## src/rtl/ssd_pkg.sv

```systemverilog
// Shared types, constants and segment encode functions for the
// seven-segment shift driver. No dependencies.

package ssd_pkg;

  localparam int unsigned ValueW = 10;
  localparam int unsigned PointW = 2;
  localparam int unsigned SegWordW = 32;

  // Decimal point codes
  localparam logic [PointW-1:0] DpNone   = 2'd0;
  localparam logic [PointW-1:0] DpFirst  = 2'd1;
  localparam logic [PointW-1:0] DpSecond = 2'd2;
  localparam logic [PointW-1:0] DpThird  = 2'd3;

  localparam logic [SegWordW-1:0] DpFirstBit  = 32'h8000_0000;
  localparam logic [SegWordW-1:0] DpSecondBit = 32'h0000_0800;
  localparam logic [SegWordW-1:0] DpThirdBit  = 32'h0000_8000;

  typedef logic [SegWordW-1:0] seg_word_t;

  // Queue status seen by the front and back parts
  typedef struct packed {
    logic empty;
    logic full;
  } ssd_qstat_t;

  // Segment pattern of the first and third digits (first digit sits 16 up)
  function automatic logic [15:0] seg_outer(input logic [3:0] d);
    logic [15:0] s;
    case (d)
      4'd0:    s = 16'h7007;
      4'd1:    s = 16'h4001;
      4'd2:    s = 16'h300B;
      4'd3:    s = 16'h600B;
      4'd4:    s = 16'h400D;
      4'd5:    s = 16'h600E;
      4'd6:    s = 16'h700E;
      4'd7:    s = 16'h4003;
      4'd8:    s = 16'h700F;
      4'd9:    s = 16'h600F;
      default: s = 16'h0000;
    endcase
    return s;
  endfunction

  // Segment pattern of the second digit
  function automatic logic [15:0] seg_middle(input logic [3:0] d);
    logic [15:0] s;
    case (d)
      4'd0:    s = 16'h0770;
      4'd1:    s = 16'h0410;
      4'd2:    s = 16'h03B0;
      4'd3:    s = 16'h06B0;
      4'd4:    s = 16'h04D0;
      4'd5:    s = 16'h06E0;
      4'd6:    s = 16'h07E0;
      4'd7:    s = 16'h0430;
      4'd8:    s = 16'h07F0;
      4'd9:    s = 16'h06F0;
      default: s = 16'h0000;
    endcase
    return s;
  endfunction

  // Bar segments, upper half of the word
  function automatic logic [15:0] bar_bits(input logic [2:0] idx);
    logic [15:0] s;
    case (idx)
      3'd0:    s = 16'h0100;
      3'd1:    s = 16'h0300;
      3'd2:    s = 16'h0700;
      3'd3:    s = 16'h0F00;
      3'd4:    s = 16'h0F80;
      3'd5:    s = 16'h0FC0;
      3'd6:    s = 16'h0FE0;
      3'd7:    s = 16'h0FF0;
      default: s = 16'h0000;
    endcase
    return s;
  endfunction

  // value*8/500 saturated at 7: count the crossed thresholds
  function automatic logic [2:0] bar_index(input logic [ValueW-1:0] v);
    logic [2:0] idx;
    idx = 3'd0;
    if (v >= 10'd63)  idx = 3'd1;
    if (v >= 10'd125) idx = 3'd2;
    if (v >= 10'd188) idx = 3'd3;
    if (v >= 10'd250) idx = 3'd4;
    if (v >= 10'd313) idx = 3'd5;
    if (v >= 10'd375) idx = 3'd6;
    if (v >= 10'd438) idx = 3'd7;
    return idx;
  endfunction

endpackage

```

## src/rtl/ssd_front.sv

```systemverilog
// Front part: accepts update beats, splits the value into digits and
// builds the segment word. Depends on ssd_pkg.

module ssd_front (
  input  logic                clk_i,
  input  logic                rst_ni,
  input  logic                s_tvalid,
  output logic                s_tready,
  input  logic [15:0]         s_tdata,   // [9:0] display_value, [11:10] point_position,
                                         // [12] bar_enable, rest zero
  input  ssd_pkg::ssd_qstat_t qstat_i,
  output logic                push_o,
  output ssd_pkg::seg_word_t  word_o
);
  import ssd_pkg::*;

  logic [ValueW-1:0] value;
  logic [PointW-1:0] point;
  logic              bar_en;

  logic [15:0] prod100;
  logic [17:0] prod10;
  logic [3:0]  q100;
  logic [6:0]  q10;
  logic [3:0]  hund, tens, units;
  logic [6:0]  tens_w;
  logic [9:0]  units_w;
  seg_word_t   word_d, word_q;
  logic        valid_q;

  assign value  = s_tdata[9:0];
  assign point  = s_tdata[11:10];
  assign bar_en = s_tdata[12];

  // Digit split by reciprocal multiply, exact for 0..1023
  always_comb begin
    prod100 = {6'd0, value} * 16'd41;
    prod10  = {8'd0, value} * 18'd205;
    q100    = prod100[15:12];
    q10     = prod10[17:11];
    hund    = (q100 >= 4'd10) ? q100 - 4'd10 : q100;
    tens_w  = q10 - 7'({3'd0, q100} * 7'd10);
    units_w = value - 10'({3'd0, q10} * 10'd10);
    tens    = tens_w[3:0];
    units   = units_w[3:0];
  end

  // Word assembly
  always_comb begin
    word_d = {seg_outer(hund), 16'h0000}
           | {16'h0000, seg_middle(tens)}
           | {16'h0000, seg_outer(units)};
    if (bar_en) begin
      word_d = word_d | {bar_bits(bar_index(value)), 16'h0000};
    end
    case (point)
      DpFirst:  word_d = word_d | DpFirstBit;
      DpSecond: word_d = word_d | DpSecondBit;
      DpThird:  word_d = word_d | DpThirdBit;
      default:  word_d = word_d;
    endcase
  end

  // Output register toward the queue
  assign push_o   = valid_q && !qstat_i.full;
  assign s_tready = !valid_q || push_o;
  assign word_o   = word_q;

  always_ff @(posedge clk_i or negedge rst_ni) begin
    if (!rst_ni) begin
      valid_q <= 1'b0;
    end else if (s_tready) begin
      valid_q <= s_tvalid;
    end
  end

  always_ff @(posedge clk_i) begin
    if (s_tvalid && s_tready) begin
      word_q <= word_d;
    end
  end

endmodule

```

## src/rtl/ssd_queue.sv

```systemverilog
// Two-entry queue of segment words between front and back parts.
// Depends on ssd_pkg.

module ssd_queue (
  input  logic                clk_i,
  input  logic                rst_ni,
  input  logic                push_i,
  input  ssd_pkg::seg_word_t  word_i,
  input  logic                pop_i,
  output ssd_pkg::seg_word_t  word_o,
  output ssd_pkg::ssd_qstat_t qstat_o
);
  import ssd_pkg::*;

  seg_word_t  mem_q [2];
  logic       wr_ptr_q, rd_ptr_q;
  logic [1:0] cnt_q;

  assign qstat_o.empty = (cnt_q == 2'd0);
  assign qstat_o.full  = (cnt_q == 2'd2);
  assign word_o        = mem_q[rd_ptr_q];

  // Pointers and fill count
  always_ff @(posedge clk_i or negedge rst_ni) begin
    if (!rst_ni) begin
      wr_ptr_q <= 1'b0;
      rd_ptr_q <= 1'b0;
      cnt_q    <= 2'd0;
    end else begin
      if (push_i) wr_ptr_q <= ~wr_ptr_q;
      if (pop_i)  rd_ptr_q <= ~rd_ptr_q;
      cnt_q <= cnt_q + 2'(push_i) - 2'(pop_i);
    end
  end

  always_ff @(posedge clk_i) begin
    if (push_i) begin
      mem_q[wr_ptr_q] <= word_i;
    end
  end

endmodule

```

## src/rtl/ssd_back.sv

```systemverilog
// Back part: shifts each segment word out LSB first, one bit per beat,
// marking the final bit. Depends on ssd_pkg.

module ssd_back #(
  parameter int unsigned WORD_BITS = 32
) (
  input  logic                clk_i,
  input  logic                rst_ni,
  input  ssd_pkg::seg_word_t  word_i,
  input  ssd_pkg::ssd_qstat_t qstat_i,
  output logic                pop_o,
  output logic                m_tvalid,
  input  logic                m_tready,
  output logic [7:0]          m_tdata,   // [0] serial_bit, rest zero
  output logic                m_tlast
);
  import ssd_pkg::*;

  localparam int unsigned ExtW = (WORD_BITS > SegWordW) ? WORD_BITS : SegWordW;
  localparam int unsigned CntW = (WORD_BITS > 1) ? $clog2(WORD_BITS) : 1;
  localparam logic [CntW-1:0] LastIdx = CntW'(WORD_BITS - 1);

  logic [ExtW-1:0]      ext_word;
  logic [WORD_BITS-1:0] sh_q;
  logic [CntW-1:0]      cnt_q;
  logic                 busy_q;
  logic                 last;

  assign ext_word = ExtW'(word_i);
  assign last     = (cnt_q == LastIdx);
  assign pop_o    = !qstat_i.empty && (!busy_q || (m_tready && last));

  assign m_tvalid = busy_q;
  assign m_tdata  = {7'd0, sh_q[0]};
  assign m_tlast  = last;

  // Shift sequencer
  always_ff @(posedge clk_i or negedge rst_ni) begin
    if (!rst_ni) begin
      busy_q <= 1'b0;
      cnt_q  <= '0;
    end else if (pop_o) begin
      busy_q <= 1'b1;
      cnt_q  <= '0;
    end else if (busy_q && m_tready) begin
      busy_q <= !last;
      cnt_q  <= cnt_q + CntW'(1);
    end
  end

  always_ff @(posedge clk_i) begin
    if (pop_o) begin
      sh_q <= ext_word[WORD_BITS-1:0];
    end else if (busy_q && m_tready) begin
      sh_q <= sh_q >> 1;
    end
  end

endmodule

```

## src/rtl/seven_segment_shift_driver_core.sv

```systemverilog
// An update's first serial bit is valid after front register, queue and shifter.
// Throughput: WORD_BITS output beats per update, one per cycle while the
// sink is ready; the bit shifter in the back part sets that rate.
// Up to three further updates wait in the front register and 2-entry queue.
// Reset (rst_ni low, asynchronous) empties all stages; no output is valid.
// Top level: front, queue and back of the seven-segment shift driver.

module seven_segment_shift_driver_core #(
  parameter int unsigned WORD_BITS = 32
) (
  input  logic        clk_i,
  input  logic        rst_ni,
  input  logic        s_tvalid,
  output logic        s_tready,
  input  logic [15:0] s_tdata,   // [9:0] display_value, [11:10] point_position,
                                 // [12] bar_enable, rest zero
  output logic        m_tvalid,
  input  logic        m_tready,
  output logic [7:0]  m_tdata,   // [0] serial_bit, rest zero
  output logic        m_tlast
);
  import ssd_pkg::*;

  ssd_qstat_t qstat;
  seg_word_t  front_word, queue_word;
  logic       push, pop;

  ssd_front u_front (
    .clk_i    (clk_i),
    .rst_ni   (rst_ni),
    .s_tvalid (s_tvalid),
    .s_tready (s_tready),
    .s_tdata  (s_tdata),
    .qstat_i  (qstat),
    .push_o   (push),
    .word_o   (front_word)
  );

  ssd_queue u_queue (
    .clk_i   (clk_i),
    .rst_ni  (rst_ni),
    .push_i  (push),
    .word_i  (front_word),
    .pop_i   (pop),
    .word_o  (queue_word),
    .qstat_o (qstat)
  );

  ssd_back #(
    .WORD_BITS (WORD_BITS)
  ) u_back (
    .clk_i    (clk_i),
    .rst_ni   (rst_ni),
    .word_i   (queue_word),
    .qstat_i  (qstat),
    .pop_o    (pop),
    .m_tvalid (m_tvalid),
    .m_tready (m_tready),
    .m_tdata  (m_tdata),
    .m_tlast  (m_tlast)
  );

endmodule

```

## config.mk

```make
export PLATFORM = sky130hd
export DESIGN_NAME = seven_segment_shift_driver_core
export DESIGN_NICKNAME = d
export VERILOG_FILES = /design/src/rtl/ssd_pkg.sv /design/src/rtl/ssd_front.sv /design/src/rtl/ssd_queue.sv /design/src/rtl/ssd_back.sv /design/src/rtl/seven_segment_shift_driver_core.sv
export SDC_FILE = /design/constraint.sdc
export NUM_CORES = 1
export LEC_CHECK = 0
export BUFFER_PORTS_ARGS = -buffer_cell sky130_fd_sc_hd__clkbuf_2
export CELL_PAD_IN_SITES_DETAIL_PLACEMENT = 1
export CELL_PAD_IN_SITES_GLOBAL_PLACEMENT = 2
export CORE_AREA = 2 2 147 149
export DETAILED_ROUTE_END_ITERATION = 8
export DIE_AREA = 0 0 149 151
export GPL_ROUTABILITY_DRIVEN = 0
export PLACE_DENSITY = 0.74
export SYNTH_ARGS = -nofsm -noshare
export SYNTH_HDL_FRONTEND = slang
export SYNTH_SLANG_ARGS = --single-unit
export TNS_END_PERCENT = 5
```

## constraint.sdc

```tcl
create_clock -name clk_i -period 2.4 [get_ports clk_i]
set_input_delay 0.36 -clock clk_i [delete_from_list [all_inputs] [get_ports clk_i]]
set_output_delay 0.36 -clock clk_i [all_outputs]
set_load 0.005 [all_outputs]
```

Yosys cells after proc, flatten, opt, wreduce, memory -nomap -nowiden
Memories as Yosys holds them, arrays and structs flattened.
Index checks and enable logic that the tools add are counted.
W data, S select, Z words.
{"block": "totals", "reg_bits": 75, "mem_bits_rw": 64, "romBits": 392, "inputBits": 20, "out_inout_bits": 11, "elab_cells": 75, "mem_count": 5}
{"block": "classes", "add_sub_neg": 6, "n_mul": 4, "n_lt_le_gt_ge": 8, "n_eq_ne": 5, "muxes": 20, "n_bitwise": 5, "n_reduce_logical": 14}
{"name": "(name not given)", "depth": 16, "width": 7, "read_ports": 1, "rd_ports_with_merged_regs": 0, "write_ports": 0, "line_no": "ssd_pkg.sv:31", "rtl": "case (d)"}
{"name": "(name not given)", "depth": 16, "width": 7, "read_ports": 1, "rd_ports_with_merged_regs": 0, "write_ports": 0, "line_no": "ssd_pkg.sv:50", "rtl": "case (d)"}
{"name": "(name not given)", "depth": 16, "width": 7, "read_ports": 1, "rd_ports_with_merged_regs": 0, "write_ports": 0, "line_no": "ssd_pkg.sv:31"}
{"name": "u_queue.mem_q", "depth": 2, "width": 32, "read_ports": 1, "rd_ports_with_merged_regs": 0, "write_ports": 1, "line_no": "ssd_queue.sv:15", "rtl": "seg_word_t mem_q [2];"}
{"name": "(name not given)", "depth": 8, "width": 7, "read_ports": 1, "rd_ports_with_merged_regs": 0, "write_ports": 0, "line_no": "ssd_pkg.sv:69", "rtl": "case (idx)"}
{"operator": "$mux W32", "n": 3}
{"operator": "$pmux W32 S3", "n": 1}
{"operator": "$or A32 B16 Y32", "n": 2}
{"operator": "$or A32 B32 Y32", "n": 1}
{"operator": "$ge A10 B9 Y1 const B", "n": 3}
{"operator": "$mux W3", "n": 7}
{"operator": "$ge A10 B8 Y1 const B", "n": 2}
{"operator": "$mul A10 B8 Y18 const B", "n": 1}
{"operator": "$mul A10 B6 Y16 const B", "n": 1}
{"operator": "$mux W16", "n": 1}
{"operator": "$ge A10 B6 Y1 const B", "n": 1}
{"operator": "$ge A10 B7 Y1 const B", "n": 1}
{"operator": "$mux W5", "n": 2}
{"operator": "$sub A4 B4 Y4", "n": 2}
{"operator": "$mul A7 B3 Y3 const B", "n": 1}
{"operator": "$eq A2 B2 Y1 const B", "n": 3}
{"operator": "$add A5 B1 Y5 const B", "n": 1}
{"operator": "$eq A5 B5 Y1 const B", "n": 1}
{"operator": "$logic_and A1 B1 Y1", "n": 5}
{"operator": "$logic_not A1 Y1", "n": 5}
{"operator": "$mux W1", "n": 5}
{"operator": "$ge A4 B4 Y1 const B", "n": 1}
{"operator": "$mul A4 B3 Y3 const B", "n": 1}
{"operator": "$mux W4", "n": 1}
{"operator": "other kinds (8)", "n": 10}

Logic depth before layout (Yosys ltp)
An unclocked memory read counts as a cell.
{"block": "depth", "depth_word": 14, "ltp_mapped": 25, "depth_no_buf": 25}

By module
A second synthesis with hierarchy kept.
{"block": "hier_totals", "hier_cells": 651, "area_unflattened_um2": 8874.8}
{"module": "ssd_front", "n_inst": 1, "cells_each": 421, "area_per_inst_um2": 4279.1, "seq_area_each_um2": 985.9}
{"module": "ssd_queue", "n_inst": 1, "cells_each": 115, "area_per_inst_um2": 2658.8, "seq_area_each_um2": 2021.9}
{"module": "ssd_back", "n_inst": 1, "cells_each": 115, "area_per_inst_um2": 1936.9, "seq_area_each_um2": 1111.1}

Least setup slack after synthesis
Ideal clock, no wire load.
{"block": "synth_path", "path_type": "input-to-reg", "from": "in s_tdata[2]", "to": "reg u_front.word_q[4] (netlist: u_front.word_o[4]) (data pin)", "setup_time_ns": 0.254, "t_arrival_ns": 5.109, "required_ns": 2.146, "slack_ns": -2.963, "stages": 24, "path_buffers": 0, "path_cell_list": "inv_1 -> ha_1 -> inv_1 -> ha_1 -> xor2_1 -> fa_1 -> inv_1 -> fa_1 -> inv_1 -> ha_1 -> nand3_1 -> o2111ai_2 -> nand2_1 -> a21oi_1 -> inv_1 -> ha_1 -> fa_1 -> xnor2_1 -> xnor2_1 -> xnor2_1 -> xnor2_1 -> xnor3_2 -> a21oi_1 -> nor2_1"}
{"block": "synth_via", "elab_chain_cells": 9, "elab_cells_between_ends": 10, "classes_between": "add/sub (1); mul (3); mux (2); bitwise (3); memory (1)"}
{"item": "from (decl)", "line_no": "seven_segment_shift_driver_core.sv:15", "rtl": "input logic [15:0] s_tdata,"}
{"item": "$mul A10 B6 Y16", "line_no": "ssd_front.sv:37", "rtl": "prod100 = {6'd0, value} * 16'd41;"}
{"item": "$mul A4 B3 Y3", "line_no": "ssd_front.sv:42", "rtl": "tens_w = q10 - 7'({3'd0, q100} * 7'd10);"}
{"item": "$sub A4 B4 Y4 *", "line_no": "ssd_front.sv:42"}
{"item": "$mem_v2 Z16 W7 *"}
{"item": "$or A32 B16 Y32 *", "line_no": "ssd_front.sv:51", "rtl": "| {16'h0000, seg_middle(tens)}"}
{"item": "$or A32 B16 Y32 *", "line_no": "ssd_front.sv:52", "rtl": "| {16'h0000, seg_outer(units)};"}
{"item": "$or A32 B32 Y32", "line_no": "ssd_front.sv:54", "rtl": "word_d = word_d | {bar_bits(bar_index(value)), 16'h0000};"}
{"item": "$mux W32 *", "line_no": "ssd_front.sv:53", "rtl": "if (bar_en) begin"}
{"item": "$pmux W32 S3 *", "line_no": "ssd_front.sv:56", "rtl": "case (point)"}
{"item": "named net u_front.word_d[4]", "line_no": "ssd_front.sv:28", "rtl": "seg_word_t word_d, word_q;"}
{"item": "to (signal assigned)", "line_no": "ssd_front.sv:79", "rtl": "word_q <= word_d;"}
{"item": "to (decl)", "line_no": "ssd_front.sv:28"}
The timed path passes the listed nets; every way through them passes the cells marked *.
A chain may end at the register's enable or synchronous reset.

Worst setup path in the final report
Same ends and word-level chain as after synthesis.

==> results_dict.tcl <==
set metrics [dict create \
    grt_max_degree 68 \
    drc 0 \
    power.density_mw_per_mm2 1410 \
    hp-class "input pin to flop" \
    ys_seq_elements 139 \
    yosysSeqAreaShare 0.502 \
    fin_setup_tns_ps -41010 \
    io_buffer_count 20 \
    fin_crit_ps 4970 \
    cts_tree "built" \
    clock_path_buffers 2 \
    start_kind "input pin" \
    worst-setup-path-type "input pin to flop" \
    ant_nets 0 \
    synth_edf_count 128 \
    yosysTopAreaCellShare 0.468 \
    cp.buffers_inverters 6 \
    area_growth_pct 27.7 \
    cts_made_buffers 17 \
    drv_slew 0 \
    drt_iter0_markers 117 \
    synth-async-reset-ratio 0.0791 \
    coreArea_sq_mm 0.0208 \
    yosysTopAreaCell "edfxtp_1" \
    ys_types 52 \
    die_h_um 151 \
    setup_viol 21 \
    fmax_mhz 201 \
    tightestPinTransition_ps 604 \
    post_drt_wl_per_cell_um 16.1 \
    final_common_cell "edfxtp_1" \
    wirelength_mm 17.2 \
    grt_pass1_vias 5902 \
    reg2reg_to "u_queue.cnt_q[1]" \
    whs_path_depth 2 \
    die_area_sq_mm 0.0225 \
    vdd_ir_drop_max_v 0.000935 \
    r2r_slack_ps 240 \
    p_int_mw 9.56 \
    violations "negative setup slack" \
    finClkSkew_ps 7.39 \
    clock_latency_ps 410 \
    final_nets 933 \
    outcome "finished with violations" \
    layout-drive-gt1-share 0.280 \
    via_per_inst 4.85 \
    cts_sinks 139 \
    cp_top_family "adder cells" \
    p_comb_frac 0.519 \
    grt_pass1_wl_mm 29.1 \
    worst_path_max_delay_cell "fa_1" \
    htreeDepth 4 \
    required_ps 2570 \
    die_x_um 149 \
    avgSynthCellArea_sq_um 12.6 \
    num_io_pins 31 \
    worstPathMaxFanout 4 \
    synth.cell_area_sq_mm 0.00821 \
    diodes 0 \
    dp.final_hpwl_mm 13.2 \
    yosysWarnings 0 \
    rows 53 \
    r2r-start "u_back.cnt_q[0]" \
    p_leak_nw 4.69 \
    power.switching_mw 5.19 \
    gr-total-overflow 0 \
    grtUsageTotal 0.166 \
    cp_slowest_stage_delay_ps 490 \
    layout_common_cells "edfxtp_1 (128), buf_4 (95), ha_1 (94)" \
    routed-via-count 5179 \
    final_util 0.504 \
    clk_pin_slew_ps 60 \
    rsz0062_at_grt "true" \
    dr.pass1.iters 4 \
    hold_viol 0 \
    synthTopCellsByArea "edfxtp_1 (47%), ha_1 (17%), fa_1 (5.1%), mux2i_1 (4.3%), dfrtp_1 (3.4%)" \
    grt_antenna_before_repair 0 \
    cts-root-buf "clkbuf_16" \
    pwr-share-seq 0.286 \
    worstHoldEndpoint "u_front.valid_q" \
    r2r_cells 10 \
    timing.final.ws_setup_ps -2570 \
    pwr-share-clk 0.195 \
    startpoint "s_tdata[2]" \
    min_period_over_period 2.07 \
    synth_flop_cell "edfxtp_1" \
    relSlewSlack 0.594 \
    end_kind "flop" \
    initial_core_util 0.394 \
    syn_inst 654 \
    critPathArrivalTime_ps 5140 \
    maxCapViolCount 0 \
    fill_cells 2162 \
    switching_share 0.352 \
    worstHoldStart "s_tvalid" \
]
==> per-layer routing <==
metal	share of wire	up-vias	GRT usage
met5	0	-	0
met4	0.013	0	0.0433
met3	0.017	19	0.0274
met2	0.56	53	0.323
met1	0.41	2557	0.187
li1	-	2550	-
==> synthesized netlist by cell type (all sizes together), types with 5 or more instances <==
cell type  count
buf           15
ha           112
mux2i         35
and2           5
xor2           8
clkbuf         6
dfrtp         11
and3           6
fa            21
nor2b          9
nand3         12
nand2         32
a21o           6
xnor2         14
nor2          47
a21oi         44
nand2b         6
edfxtp       128
o21ai         17
inv           70
==> through the flow <==
stage               power, mW  hold slack, ps  setup slack, ps  instance area (sq um)  cells
finish                   14.8             147            -2570                  10500   1068
global route             15.9             154            -2820                  10500   1068
CTS                      14.6             136            -2610                  10400   1067
detailed placement       10.9             251            -3170                   9420   1025
global placement         10.5             245            -3020                   9420   1025
floorplan                8.54            64.4            -2720                   8350    660
==> worst max path at each step <==
stage / end / slack (ps) / depth (start not counted)
final: u_front.word_o[4] / -2570 / 26
after global routing: u_front.word_o[4] / -2820 / 26
after CTS: u_front.word_o[4] / -2610 / 26
after detailed placement: u_front.word_o[7] / -3170 / 25
after global placement: u_front.word_o[4] / -3020 / 22
after floorplan: u_front.word_o[8] / -2720 / 23
==> timing repair <==
action	4_1_cts	5_1_grt
resized for setup	45	21
buffers inserted	8	1
hold buffers	1	0
hold endpoints to repair	11	0
gates cloned	1	0
pin swaps	27	13
endpoints found under the setup margin	21	21
==> cells by family (layout without fill, tap and decap cells) <==
kind of cell,count (synthesis),in the layout,share of synthesized area
xor+xnor,24,25,0.0323
other cells,1,7,0.000457
mux,37,37,0.0454
compound gates,100,100,0.0788
buf+inv,91,223,0.0456
flops,139,139,0.502
fa+ha+maj,133,133,0.222
simple gates,129,129,0.0741
==> layout make-up <==
type                    count  area (sq um)  area share
repair buffers            121           972      0.0927
clock inverters            15           233      0.0222
inverters                  70           272      0.0259
clock buffers              17           425      0.0406
flip-flops and latches    139          4120       0.393
well taps                 275           344      0.0328
multi-input cells         431          4120       0.393
==> flip-flops by register name, summed over array words and instances, names as in the netlist <==
register and count:
u_queue.mem_q 64, u_queue.rd_ptr_q 1, u_back.m_tvalid 1, u_front.valid_q 1
u_back.cnt_q 5, u_back.sh_q 32, u_queue.cnt_q 2, u_front.word_o 32
u_queue.wr_ptr_q 1
==> power by group through the flow <==
stage	clock network [mW]	registers [mW]	logic, mW
final	2.88	4.22	7.65
after global routing	3.02	4.30	8.61
after CTS	2.93	4.23	7.40
after detailed placement	0	4.27	6.66
after global placement	0	4.21	6.28
after floorplan	0	4.13	4.41
Power figures use the tool's default switching activity.
